<file path="config.mk">
export PLATFORM = sky130hd
export DESIGN_NAME = timer_table_scheduler
export DESIGN_NICKNAME = d
export VERILOG_FILES = /design/src/rtl/core/tts_pkg.sv /design/src/rtl/core/timer_table_scheduler.sv /design/src/rtl/core/tts_datapath.sv /design/src/rtl/core/tts_ctrl.sv
export SDC_FILE = /design/constraint.sdc
export NUM_CORES = 2
export LEC_CHECK = 0
export BUFFER_PORTS_ARGS = -buffer_cell sky130_fd_sc_hd__clkbuf_2
export CORE_MARGIN = 1
export CORE_UTILIZATION = 29
export CTS_BUF_LIST = sky130_fd_sc_hd__clkbuf_4
export CTS_CLUSTER_SIZE = 20
export DETAILED_ROUTE_END_ITERATION = 12
export SLEW_MARGIN = 20
export SYNTH_ARGS = -nofsm -noshare
export SYNTH_HDL_FRONTEND = slang
export SYNTH_HIERARCHICAL = 1
export SYNTH_SLANG_ARGS = --single-unit
</file>
<file path="constraint.sdc">
create_clock -name aclk -period 7.33 [get_ports aclk]
set_input_delay 0.3665 -clock aclk [delete_from_list [all_inputs] [get_ports aclk]]
set_output_delay 0.3665 -clock aclk [all_outputs]
set_load 0.1 [all_outputs]
</file>
<file path="src/rtl/core/tts_pkg.sv">
// package for the timer table scheduler
// shared constants, request and status codes, controller/datapath structs
package tts_pkg;

    localparam int TIMER_SLOTS_DEFAULT = 16;
    localparam int KEY_W = 32;
    localparam int TAG_W = 16;

    typedef enum logic [1:0] {
        REQ_REG_ONESHOT  = 2'd0,
        REQ_REG_PERIODIC = 2'd1,
        REQ_UNREGISTER   = 2'd2,
        REQ_PROCESS      = 2'd3
    } req_t;

    typedef enum logic [1:0] {
        ST_OK        = 2'd0,
        ST_FULL      = 2'd1,
        ST_NOT_FOUND = 2'd2,
        ST_DUP_KEY   = 2'd3
    } status_t;

    typedef enum logic [1:0] {
        SCAN_MATCH = 2'd0,
        SCAN_MIN   = 2'd1
    } scan_mode_t;

    typedef struct packed {
        logic       load;
        logic       scan_start;
        logic       scan_step;
        scan_mode_t scan_mode;
        logic       do_register;
        logic       do_free_match;
        logic       do_fire;
        logic       do_rearm;
        logic       set_sleep;
        logic       set_dup;
        logic       set_notfound;
    } dp_cmd_t;

    typedef struct packed {
        logic scan_last;
        logic match_found;
        logic free_found;
        logic min_found;
        logic min_due;
        logic min_periodic;
    } dp_stat_t;

endpackage

</file>
<file path="src/rtl/core/timer_table_scheduler.sv">
// Timer table scheduler, top level: one request in, one result out. Each request
// scans the slot table one slot per cycle. Register and unregister do one match scan;
// process does a minimum scan and, when a timer fires, a second minimum scan, with a
// match scan before it when a periodic timer is re-armed (its new key is checked
// against all slots); the result then waits in its register until taken, and the
// next request can be accepted in the cycle after it is taken.
// Depends on tts_pkg, tts_ctrl, tts_datapath.
module timer_table_scheduler #(
    parameter int TIMER_SLOTS = tts_pkg::TIMER_SLOTS_DEFAULT
) (
    input  logic               aclk,
    input  logic               aresetn,
    input  logic               s_valid,
    output logic               s_ready,
    input  logic [1:0]         s_req_type,
    input  logic [31:0]        s_now_ms,
    input  logic [31:0]        s_duration_ms,
    input  logic [31:0]        s_timer_id,
    input  logic [15:0]        s_user_tag,
    output logic               m_valid,
    input  logic               m_ready,
    output logic [1:0]         m_status,
    output logic [31:0]        m_new_id,
    output logic               m_fired,
    output logic [31:0]        m_fired_key,
    output logic [15:0]        m_fired_tag,
    output logic signed [31:0] m_sleep_ms,
    output logic               m_table_empty
);
    import tts_pkg::*;

    dp_cmd_t  cmd;
    dp_stat_t stat;

    tts_ctrl u_ctrl (
        .aclk       (aclk),
        .aresetn    (aresetn),
        .s_valid    (s_valid),
        .s_ready    (s_ready),
        .s_req_type (s_req_type),
        .m_valid    (m_valid),
        .m_ready    (m_ready),
        .cmd        (cmd),
        .stat       (stat)
    );

    tts_datapath #(.TIMER_SLOTS(TIMER_SLOTS)) u_dp (
        .aclk          (aclk),
        .aresetn       (aresetn),
        .cmd           (cmd),
        .stat          (stat),
        .s_req_type    (s_req_type),
        .s_now_ms      (s_now_ms),
        .s_duration_ms (s_duration_ms),
        .s_timer_id    (s_timer_id),
        .s_user_tag    (s_user_tag),
        .r_status      (m_status),
        .r_new_id      (m_new_id),
        .r_fired       (m_fired),
        .r_fired_key   (m_fired_key),
        .r_fired_tag   (m_fired_tag),
        .r_sleep_ms    (m_sleep_ms),
        .r_table_empty (m_table_empty)
    );

    a_no_overlap: assert property (@(posedge aclk) disable iff (!aresetn)
        !(s_ready && m_valid))
        else $error("input ready while a result is pending");

    a_out_hold: assert property (@(posedge aclk) disable iff (!aresetn)
        m_valid && !m_ready |=> m_valid && $stable(m_status) && $stable(m_sleep_ms))
        else $error("result changed while stalled");

    a_empty_sleep: assert property (@(posedge aclk) disable iff (!aresetn)
        m_valid && m_table_empty |-> m_sleep_ms == -32'sd1)
        else $error("empty table without sleep of minus one");

endmodule

</file>
<file path="src/rtl/core/tts_datapath.sv">
// datapath: slot table, request registers, one-slot-per-cycle scan unit
// depends on tts_pkg
module tts_datapath #(
    parameter int TIMER_SLOTS = 16
) (
    input  logic                     aclk,
    input  logic                     aresetn,
    input  tts_pkg::dp_cmd_t         cmd,
    output tts_pkg::dp_stat_t        stat,
    input  logic [1:0]               s_req_type,
    input  logic [31:0]              s_now_ms,
    input  logic [31:0]              s_duration_ms,
    input  logic [31:0]              s_timer_id,
    input  logic [15:0]              s_user_tag,
    output logic [1:0]               r_status,
    output logic [31:0]              r_new_id,
    output logic                     r_fired,
    output logic [31:0]              r_fired_key,
    output logic [15:0]              r_fired_tag,
    output logic signed [31:0]       r_sleep_ms,
    output logic                     r_table_empty
);
    import tts_pkg::*;

    localparam int IDX_W = (TIMER_SLOTS > 1) ? $clog2(TIMER_SLOTS) : 1;

    logic [TIMER_SLOTS-1:0] valid_reg;
    logic [31:0] expiry_mem [TIMER_SLOTS];
    logic [31:0] period_mem [TIMER_SLOTS];
    logic        periodic_mem [TIMER_SLOTS];
    logic [15:0] tag_mem [TIMER_SLOTS];

    logic [1:0]  req_reg;
    logic [31:0] now_reg, dur_reg, key_reg;
    logic [15:0] tag_reg;
    logic [IDX_W-1:0] idx_reg;
    logic match_reg, free_reg, min_reg;
    logic [IDX_W-1:0] match_idx_reg, free_idx_reg, min_idx_reg;
    logic [31:0] min_key_reg;
    logic [1:0]  status_reg;
    logic [31:0] new_id_reg, fkey_reg, sleep_reg;
    logic [15:0] ftag_reg;
    logic fired_reg, empty_reg;

    logic [31:0] cur_key;
    logic        cur_valid;

    assign cur_key   = expiry_mem[idx_reg];
    assign cur_valid = valid_reg[idx_reg];

    assign stat.scan_last    = (idx_reg == IDX_W'(TIMER_SLOTS - 1));
    assign stat.match_found  = match_reg;
    assign stat.free_found   = free_reg;
    assign stat.min_found    = min_reg;
    assign stat.min_due      = (min_key_reg <= now_reg);
    assign stat.min_periodic = periodic_mem[min_idx_reg];

    always_ff @(posedge aclk) begin
        if (!aresetn) begin
            valid_reg <= '0;
        end else begin
            if (cmd.do_register) begin
                valid_reg[free_idx_reg] <= 1'b1;
            end
            if (cmd.do_free_match) begin
                valid_reg[match_idx_reg] <= 1'b0;
            end
            if (cmd.do_fire && !cmd.do_rearm) begin
                valid_reg[min_idx_reg] <= 1'b0;
            end
            if (cmd.do_rearm) begin
                valid_reg[min_idx_reg] <= 1'b1;
            end
        end
    end

    always_ff @(posedge aclk) begin
        if (cmd.do_register) begin
            expiry_mem[free_idx_reg]   <= key_reg;
            period_mem[free_idx_reg]   <= dur_reg;
            periodic_mem[free_idx_reg] <= (req_reg == REQ_REG_PERIODIC);
            tag_mem[free_idx_reg]      <= tag_reg;
        end
        if (cmd.do_rearm) begin
            expiry_mem[min_idx_reg] <= key_reg;
        end
    end

    always_ff @(posedge aclk) begin
        if (cmd.load) begin
            req_reg    <= s_req_type;
            now_reg    <= s_now_ms;
            dur_reg    <= s_duration_ms;
            tag_reg    <= s_user_tag;
            key_reg    <= (s_req_type == REQ_UNREGISTER) ? s_timer_id
                                                         : s_now_ms + s_duration_ms;
            status_reg <= ST_OK;
            new_id_reg <= '0;
            fired_reg  <= 1'b0;
            fkey_reg   <= '0;
            ftag_reg   <= '0;
            sleep_reg  <= '0;
            empty_reg  <= 1'b0;
        end
        if (cmd.scan_start) begin
            idx_reg   <= '0;
            match_reg <= 1'b0;
            free_reg  <= 1'b0;
            min_reg   <= 1'b0;
        end
        if (cmd.scan_step) begin
            idx_reg <= idx_reg + IDX_W'(1);
            if (cmd.scan_mode == SCAN_MATCH) begin
                if (cur_valid && cur_key == key_reg && !match_reg) begin
                    match_reg     <= 1'b1;
                    match_idx_reg <= idx_reg;
                end
                if (!cur_valid && !free_reg) begin
                    free_reg     <= 1'b1;
                    free_idx_reg <= idx_reg;
                end
            end else begin
                if (cur_valid && (!min_reg || cur_key < min_key_reg)) begin
                    min_reg     <= 1'b1;
                    min_idx_reg <= idx_reg;
                    min_key_reg <= cur_key;
                end
            end
        end
        if (cmd.do_register) begin
            new_id_reg <= key_reg;
        end
        if (cmd.do_fire) begin
            fired_reg <= 1'b1;
            fkey_reg  <= min_key_reg;
            ftag_reg  <= tag_mem[min_idx_reg];
            key_reg   <= now_reg + period_mem[min_idx_reg];
        end
        if (cmd.set_dup) begin
            status_reg <= ST_DUP_KEY;
        end
        if (cmd.set_notfound) begin
            status_reg <= (req_reg == REQ_UNREGISTER) ? ST_NOT_FOUND : ST_FULL;
        end
        if (cmd.set_sleep) begin
            if (min_reg) begin
                sleep_reg <= min_key_reg - now_reg;
                empty_reg <= 1'b0;
            end else begin
                sleep_reg <= '1;
                empty_reg <= 1'b1;
            end
        end
    end

    assign r_status      = status_reg;
    assign r_new_id      = new_id_reg;
    assign r_fired       = fired_reg;
    assign r_fired_key   = fkey_reg;
    assign r_fired_tag   = ftag_reg;
    assign r_sleep_ms    = sleep_reg;
    assign r_table_empty = empty_reg;

endmodule

</file>
<file path="src/rtl/core/tts_ctrl.sv">
// controller state machine for the timer table scheduler
// depends on tts_pkg; drives tts_datapath through dp_cmd_t
module tts_ctrl (
    input  logic              aclk,
    input  logic              aresetn,
    input  logic              s_valid,
    output logic              s_ready,
    input  logic [1:0]        s_req_type,
    output logic              m_valid,
    input  logic              m_ready,
    output tts_pkg::dp_cmd_t  cmd,
    input  tts_pkg::dp_stat_t stat
);
    import tts_pkg::*;

    typedef enum logic [3:0] {
        S_IDLE, S_REG_SCAN, S_REG_DO, S_UNREG_SCAN, S_UNREG_DO,
        S_MIN1, S_FIRE, S_DUP_SCAN, S_REARM, S_MIN2, S_SLEEP, S_OUT
    } state_t;

    state_t state_reg, state_next;
    logic   out_valid_reg;

    assign s_ready = (state_reg == S_IDLE);
    assign m_valid = out_valid_reg;

    always_comb begin
        cmd        = '0;
        state_next = state_reg;
        unique case (state_reg)
            S_IDLE: begin
                if (s_valid) begin
                    cmd.load       = 1'b1;
                    cmd.scan_start = 1'b1;
                    unique case (req_t'(s_req_type))
                        REQ_REG_ONESHOT, REQ_REG_PERIODIC: state_next = S_REG_SCAN;
                        REQ_UNREGISTER:                    state_next = S_UNREG_SCAN;
                        REQ_PROCESS:                       state_next = S_MIN1;
                        default:                           state_next = S_IDLE;
                    endcase
                end
            end
            S_REG_SCAN: begin
                cmd.scan_step = 1'b1;
                cmd.scan_mode = SCAN_MATCH;
                if (stat.scan_last) state_next = S_REG_DO;
            end
            S_REG_DO: begin
                if (stat.match_found) cmd.set_dup = 1'b1;
                else if (!stat.free_found) cmd.set_notfound = 1'b1;
                else cmd.do_register = 1'b1;
                state_next = S_OUT;
            end
            S_UNREG_SCAN: begin
                cmd.scan_step = 1'b1;
                cmd.scan_mode = SCAN_MATCH;
                if (stat.scan_last) state_next = S_UNREG_DO;
            end
            S_UNREG_DO: begin
                if (stat.match_found) cmd.do_free_match = 1'b1;
                else cmd.set_notfound = 1'b1;
                state_next = S_OUT;
            end
            S_MIN1: begin
                cmd.scan_step = 1'b1;
                cmd.scan_mode = SCAN_MIN;
                if (stat.scan_last) state_next = S_FIRE;
            end
            S_FIRE: begin
                if (stat.min_found && stat.min_due) begin
                    cmd.scan_start = 1'b1;
                    cmd.do_fire    = 1'b1;
                    state_next     = stat.min_periodic ? S_DUP_SCAN : S_MIN2;
                end else begin
                    state_next = S_SLEEP;
                end
            end
            S_DUP_SCAN: begin
                cmd.scan_step = 1'b1;
                cmd.scan_mode = SCAN_MATCH;
                if (stat.scan_last) state_next = S_REARM;
            end
            S_REARM: begin
                cmd.do_fire    = 1'b0;
                cmd.scan_start = 1'b1;
                if (stat.match_found) cmd.set_dup = 1'b1;
                else cmd.do_rearm = 1'b1;
                state_next = S_MIN2;
            end
            S_MIN2: begin
                cmd.scan_step = 1'b1;
                cmd.scan_mode = SCAN_MIN;
                if (stat.scan_last) state_next = S_SLEEP;
            end
            S_SLEEP: begin
                cmd.set_sleep = 1'b1;
                state_next    = S_OUT;
            end
            S_OUT: begin
                if (m_ready) state_next = S_IDLE;
            end
            default: state_next = S_IDLE;
        endcase
    end

    always_ff @(posedge aclk) begin
        if (!aresetn) begin
            state_reg     <= S_IDLE;
            out_valid_reg <= 1'b0;
        end else begin
            state_reg     <= state_next;
            out_valid_reg <= (state_next == S_OUT);
        end
    end

endmodule
</file>
* Word-level counts from Yosys, hierarchy flattened
Memories as Yosys holds them, arrays and structs flattened. A register that Yosys moved wholly into a read port is not among the register bits.
Cells that the tools add are included.
** Word-level totals
- Register bits :: 302
- Memory bits (writable) :: 1296
- Bits of input ports :: 118
- Output and inout port bits :: 118
- Memories :: 4
** Operators by class
- $add $sub $neg :: 4
- Order comparisons :: 9
- Eq/ne operators :: 19
- Mux-type cells :: 86
- Bitwise gates (word level) :: 7
- Reductions and logical operators :: 32
** Memories
- u_dp.expiry_mem :: depth 16, width 32, rd ports 1, clocked after memory_dff 1, wr ports 1, RTL line tts_datapath.sv:28 : logic [31:0] expiry_mem [TIMER_SLOTS];
- u_dp.period_mem :: depth 16, width 32, rd ports 1, clocked after memory_dff 1, wr ports 1, RTL line tts_datapath.sv:29 : logic [31:0] period_mem [TIMER_SLOTS];
- u_dp.tag_mem :: depth 16, width 16, rd ports 1, clocked after memory_dff 1, wr ports 1, RTL line tts_datapath.sv:31 : logic [15:0] tag_mem [TIMER_SLOTS];
- u_dp.periodic_mem :: depth 16, width 1, rd ports 1, clocked after memory_dff 1, wr ports 1, RTL line tts_datapath.sv:30 : logic periodic_mem [TIMER_SLOTS];
** Operator list (count)
- $mux 32 :: 9
- $mux 16 :: 9
- $add 32x32->32 :: 2
- $mux 4 :: 16
- $pmux 4 s10 :: 1
- $mux 1 :: 38
- $and 16x16->16 :: 2
- $eq 32x32->1 :: 1
- $le 32x32->1 :: 1
- $lt 32x32->1 :: 1
- $not 16->16 :: 2
- $or 16x16->16 :: 2
- $reduce_or 32->1 :: 1
- $sub 32x32->32 :: 1
- $eq 4x4->1 const B :: 6
- $lt 4x5->1 const B :: 4
- $eq 4x3->1 const B :: 4
- $demux 1 s4 :: 3
- $ge 4x1->1 const B :: 3
- $pmux 4 s3 :: 1
- $mux 2 :: 5
- $logic_and 1x1->1 :: 9
- $reduce_and 3->1 :: 3
- $eq 4x2->1 const B :: 2
- other kinds (17) :: 31

* Depth between registers and ports, before layout
- Word-level depth :: 15
- Gate-level depth with buffers :: 22
- Depth with buffers taken out :: 21

* Hierarchy
The synthesis kept the hierarchy.
** By module, submodules not included
- tts_datapath :: instances 1, cells each 3486, area each 65904.5 µm², sequential area each 47795.8 µm²
- tts_ctrl :: instances 1, cells each 78, area each 560.5 µm², sequential area each 100.1 µm²

* Worst setup path before layout
OpenSTA, ideal clock, no wires.
- Path type :: register to register
- Start :: register u_ctrl.state_reg[1]
- End :: memory u_dp.expiry_mem[0][0], enable pin
- Library setup time :: 0.393 ns
- Arrival time :: 6.381 ns
- Data required time :: 6.937 ns
- Setup slack :: 0.555 ns
- Stages on the path, launching flop included :: 10
- Path buffers :: 4
- Clock period less this slack :: 6.775 ns
- Path through :: dfxtp_1 buf_6 clkbuf_1 nand2b_1 nor4_1 clkbuf_1 or3b_2 clkbuf_1 nor3_1 nand2b_1
** RTL lines
- start: declaration :: RTL line tts_ctrl.sv:21 : state_t state_reg, state_next;
- start signal: assignment :: RTL line tts_ctrl.sv:111 : state_reg <= state_next;
- end: declaration :: RTL line tts_datapath.sv:28

==> results.tsv <==
stage	metric	value	unit
run_status	outcome	completed	
cells_and_area	final_common_cell	edfxtp_1	
route	post-route-drc-count	0	
synthesis	synth_top_area_share	71.1	%
placed_design	portBuffers	235	
cts	clk_transition_reported_paths	70	ps
setup_path	worstRegToRegCells	16	
job	maxCapViolations	0	
setup_path	arrival	6640	ps
floorplan	ios	236	
route	vias	38300	
setup_path	crit_slowest_cell	nor2_4	
synthesis	muxShareOfSynthArea	13.5	%
floorplan	initial_utilization	29.2	%
setup_path	r2r-start	u_dp/now_reg[11]	
cts	cts_resized	0	
sta	hold_viol_final	0	
sta	timing.final.ws_setup	1560	ps
setup_path	crit_path_start	u_dp/now_reg[11]	
global_route	grt_pass1_vias	38900	
pwr	power_frac_comb	22.7	%
pwr	power_frac_seq	48.2	%
setup_path	worstSetupEndpointType	flip-flop	
global_route	grt_max_degree	106	
sta	fin_hold_ws	183	ps
synthesis	synth_area	66500	um^2
cts	clock_sinks	1606	
cts	cts_tree	built	
cts	cts_setup_buffers	0	
synthesis	synth_edf_count	1573	
placed_design	hpwlAfterDp	126000	um
setup_path	worstSetupPathType	flip-flop to flip-flop	
setup_path	worstPathCellList	inv_1, ha_1, a211oi_1, nand3b_1, or4_1, a221oi_1, o21ai_0, o21a_1, a2111oi_0, nor2_1, nand3_1, a21o_1, nand2_1, nor2_4, or2_4, buf_4	
setup_path	cp_num_buf_inv	2	
sta	fin_skew	124	ps
sta	finalSetupViolCount	0	
cts	clockBufferDepth	4	
worst_hold_path	min_path_type	input port to flip-flop	
worst_hold_path	hold_path_end	u_dp/key_reg[28]	
synthesis	synthTopCellsByArea	edfxtp_1, mux4_2, ha_1	
cts	numCtsBuffers	407	
floorplan	coreArea	227000	um^2
global_route	grt-busiest-layer	met2	
floorplan	placement_rows	175	
sta	fin_tns_setup	0	ps
setup_path	cp_max_fo	41	
route	dr.pass1.iters	6	
synthesis	synth_fp_nets	3811	
global_route	met2_usage	28.6	%
cells_and_area	layout.nets	4604	
synthesis	postSynthAreaPerCell	18.6	um^2
pwr	power_density	315	nW/um^2
pwr	clkPwrFrac	29.0	%
synthesis	synth-compound-area-share	4.85	%
cts	hold_buffers	206	
setup_path	path_delay_family	simple AND/OR/NAND/NOR gates	
pwr	swShare	33.3	%
synthesis	synth_cells	3564	
cts	cts_root_buf	clkbuf_4	
sta	fin_crit_sh	78.7	%
placed_design	place_area	71900	um^2
synthesis	synthAdderAreaFrac	2.46	%
pwr	peakVddDrop	0.201	mV
worst_hold_path	hp-start	s_timer_id[28]	
global_route	antenna_found_initial	27	
synthesis	seq_area_frac_synth	72.1	%
synthesis	synth_top_family_by_area	multiplexers	
setup_path	startpoint_type	flip-flop	
route	drt_wl_total	201000	um
route	ant_nets	0	
sta	max_freq	0.173	GHz
synthesis	async_flop_share	0	%
placed_design	dpl_worst_slack	1490	ps
pwr	leakage	26.5	nW
sta	rsz0062_at_grt	no	
global_route	use_met1	21.7	%
cells_and_area	final_area	78800	um^2
route	avgViaCountPerCell	5.01	
pwr	internal_power	16.5	mW
global_route	grt_pass1_wl	282000	um
cts	htreeDepth	5	
global_route	gr-total-overflow	0	
cells_and_area	final_util	34.6	%
setup_path	crit_required	8200	ps
global_route	grt_use_met3	3.05	%
synthesis	yosysWarnings	6	
synthesis	synthFlopType	edfxtp_1	
sta	period_minus_slack	5770	ps
cells_and_area	reg_top3	u_dp/expiry_mem (512), u_dp/period_mem (512), u_dp/tag_mem (256)	
cells_and_area	fill_cells	21600	
worst_hold_path	hold_depth	4	
synthesis	synth-xor-area-share	1.46	%
synthesis	ys_ff_latch	1606	
floorplan	die_w	481	um
route	post_drt_wl_per_cell	26.2	um
sta	slew-limit-headroom	15.6	%
sta	slew_violations	0	
global_route	grt_usage	17.2	%
setup_path	r2r_end	u_dp/r_fired_key[10]	
setup_path	critPathMaxStageDelay	660	ps
setup_path	rrSetupSlack	1560	ps
floorplan	dieArea	231000	um^2
synthesis	ys_types	76	
sta	worstMarginPinSlew	1260	ps
cells_and_area	final_cell_mix	edfxtp_1, clkbuf_4, mux4_2	
route	drtIter0Drc	3886	
cells_and_area	area_growth_syn_to_layout	18.5	%
synthesis	synth_area_leader_cell	edfxtp_1	
synthesis	synth-simple-area-share	4.10	%
floorplan	die_h	481	um
placed_design	gp_congestion	0.878	
pwr	p_sw	8.27	mW
cells_and_area	drive_above_1_share	29.3	%
cts	clk-insertion-delay-late	1300	ps
[layer usage]
| metal | part of all wire [%] | vias up |
|---|---|---|
| li1 | - | 16300 |
| met1 | 40 | 19900 |
| met2 | 49 | 1672 |
| met3 | 6.8 | 347 |
| met4 | 4.2 | 6 |
| met5 | 0.019 | - |
[Yosys cell counts (33+ instances only)]
library cell / n
a211oi_1: 48
a21o_1: 46
a21oi_1: 143
and2_1: 107
clkbuf_1: 100
dfxtp_1: 33
edfxtp_1: 1573
ha_1: 126
inv_1: 100
mux2i_1: 50
mux4_2: 368
nand2_1: 110
nand2b_1: 38
nand3_1: 34
nor2_1: 109
o21ai_0: 99
o22ai_1: 38
xnor2_1: 50
xor2_1: 61
[worst max path at each step]
stage	to	slack (ps)	cells after the start
floorplan	u_dp/expiry_mem[0][0]	560	9
global placement	u_dp/key_reg[31]	1590	13
detailed placement	u_dp/key_reg[29]	1490	13
CTS	u_dp/key_reg[29]	1500	13
global route	u_dp/key_reg[29]	1080	13
finish	u_dp/r_fired_key[10]	1560	16
[final cells by class]
| type | instances | area (um^2) | share of cell area (%) |
|---|---|---|---|
| multi-input combinational | 1701 | 17800 | 22.6 |
| antenna | 12 | 30.0 | 0.0381 |
| timing repair buffer | 539 | 4060 | 5.16 |
| inverter | 102 | 383 | 0.486 |
| clock buffer | 555 | 4170 | 5.29 |
| clock inverter | 122 | 594 | 0.755 |
| tap | 3009 | 3760 | 4.78 |
| sequential | 1606 | 47900 | 60.8 |
[power groups by stage]
stage	clock [mW]	sequential, mW	combinational, mW
final	7.20	12.0	5.63
after global routing	7.85	12.1	5.97
after CTS	7.41	12.0	5.68
after detailed placement	0	12.2	5.54
after global placement	0	12.1	5.55
after floorplan	0	12.8	2.81
[worst reg2reg max path, delay by kind of cell (launching register included)]
kind	cells	cell delay, ps
compound gates	6	1840
fa+ha+maj	1	390
buf+inv	2	620
flops	1	370
simple gates	7	2050
[kinds of logic after synthesis]
logic type,after synthesis
adders and majority gates,129
buffers and inverters,257
other,1
muxes,430
xor gates and xnor gates,111
and+or+nand+nor,523
DFF,1606
AOI/OAI and AO/OA,507
[metrics by stage]
step	instances	power (mW)
2_1_floorplan	3564	15.7
3_3_place_gp	6751	17.7
3_5_place_dp	6751	17.7
4_1_cts	7634	25.1
5_1_grt	7642	25.9
6_report	7646	24.8
Note: power is estimated with default switching activity, not from simulation.
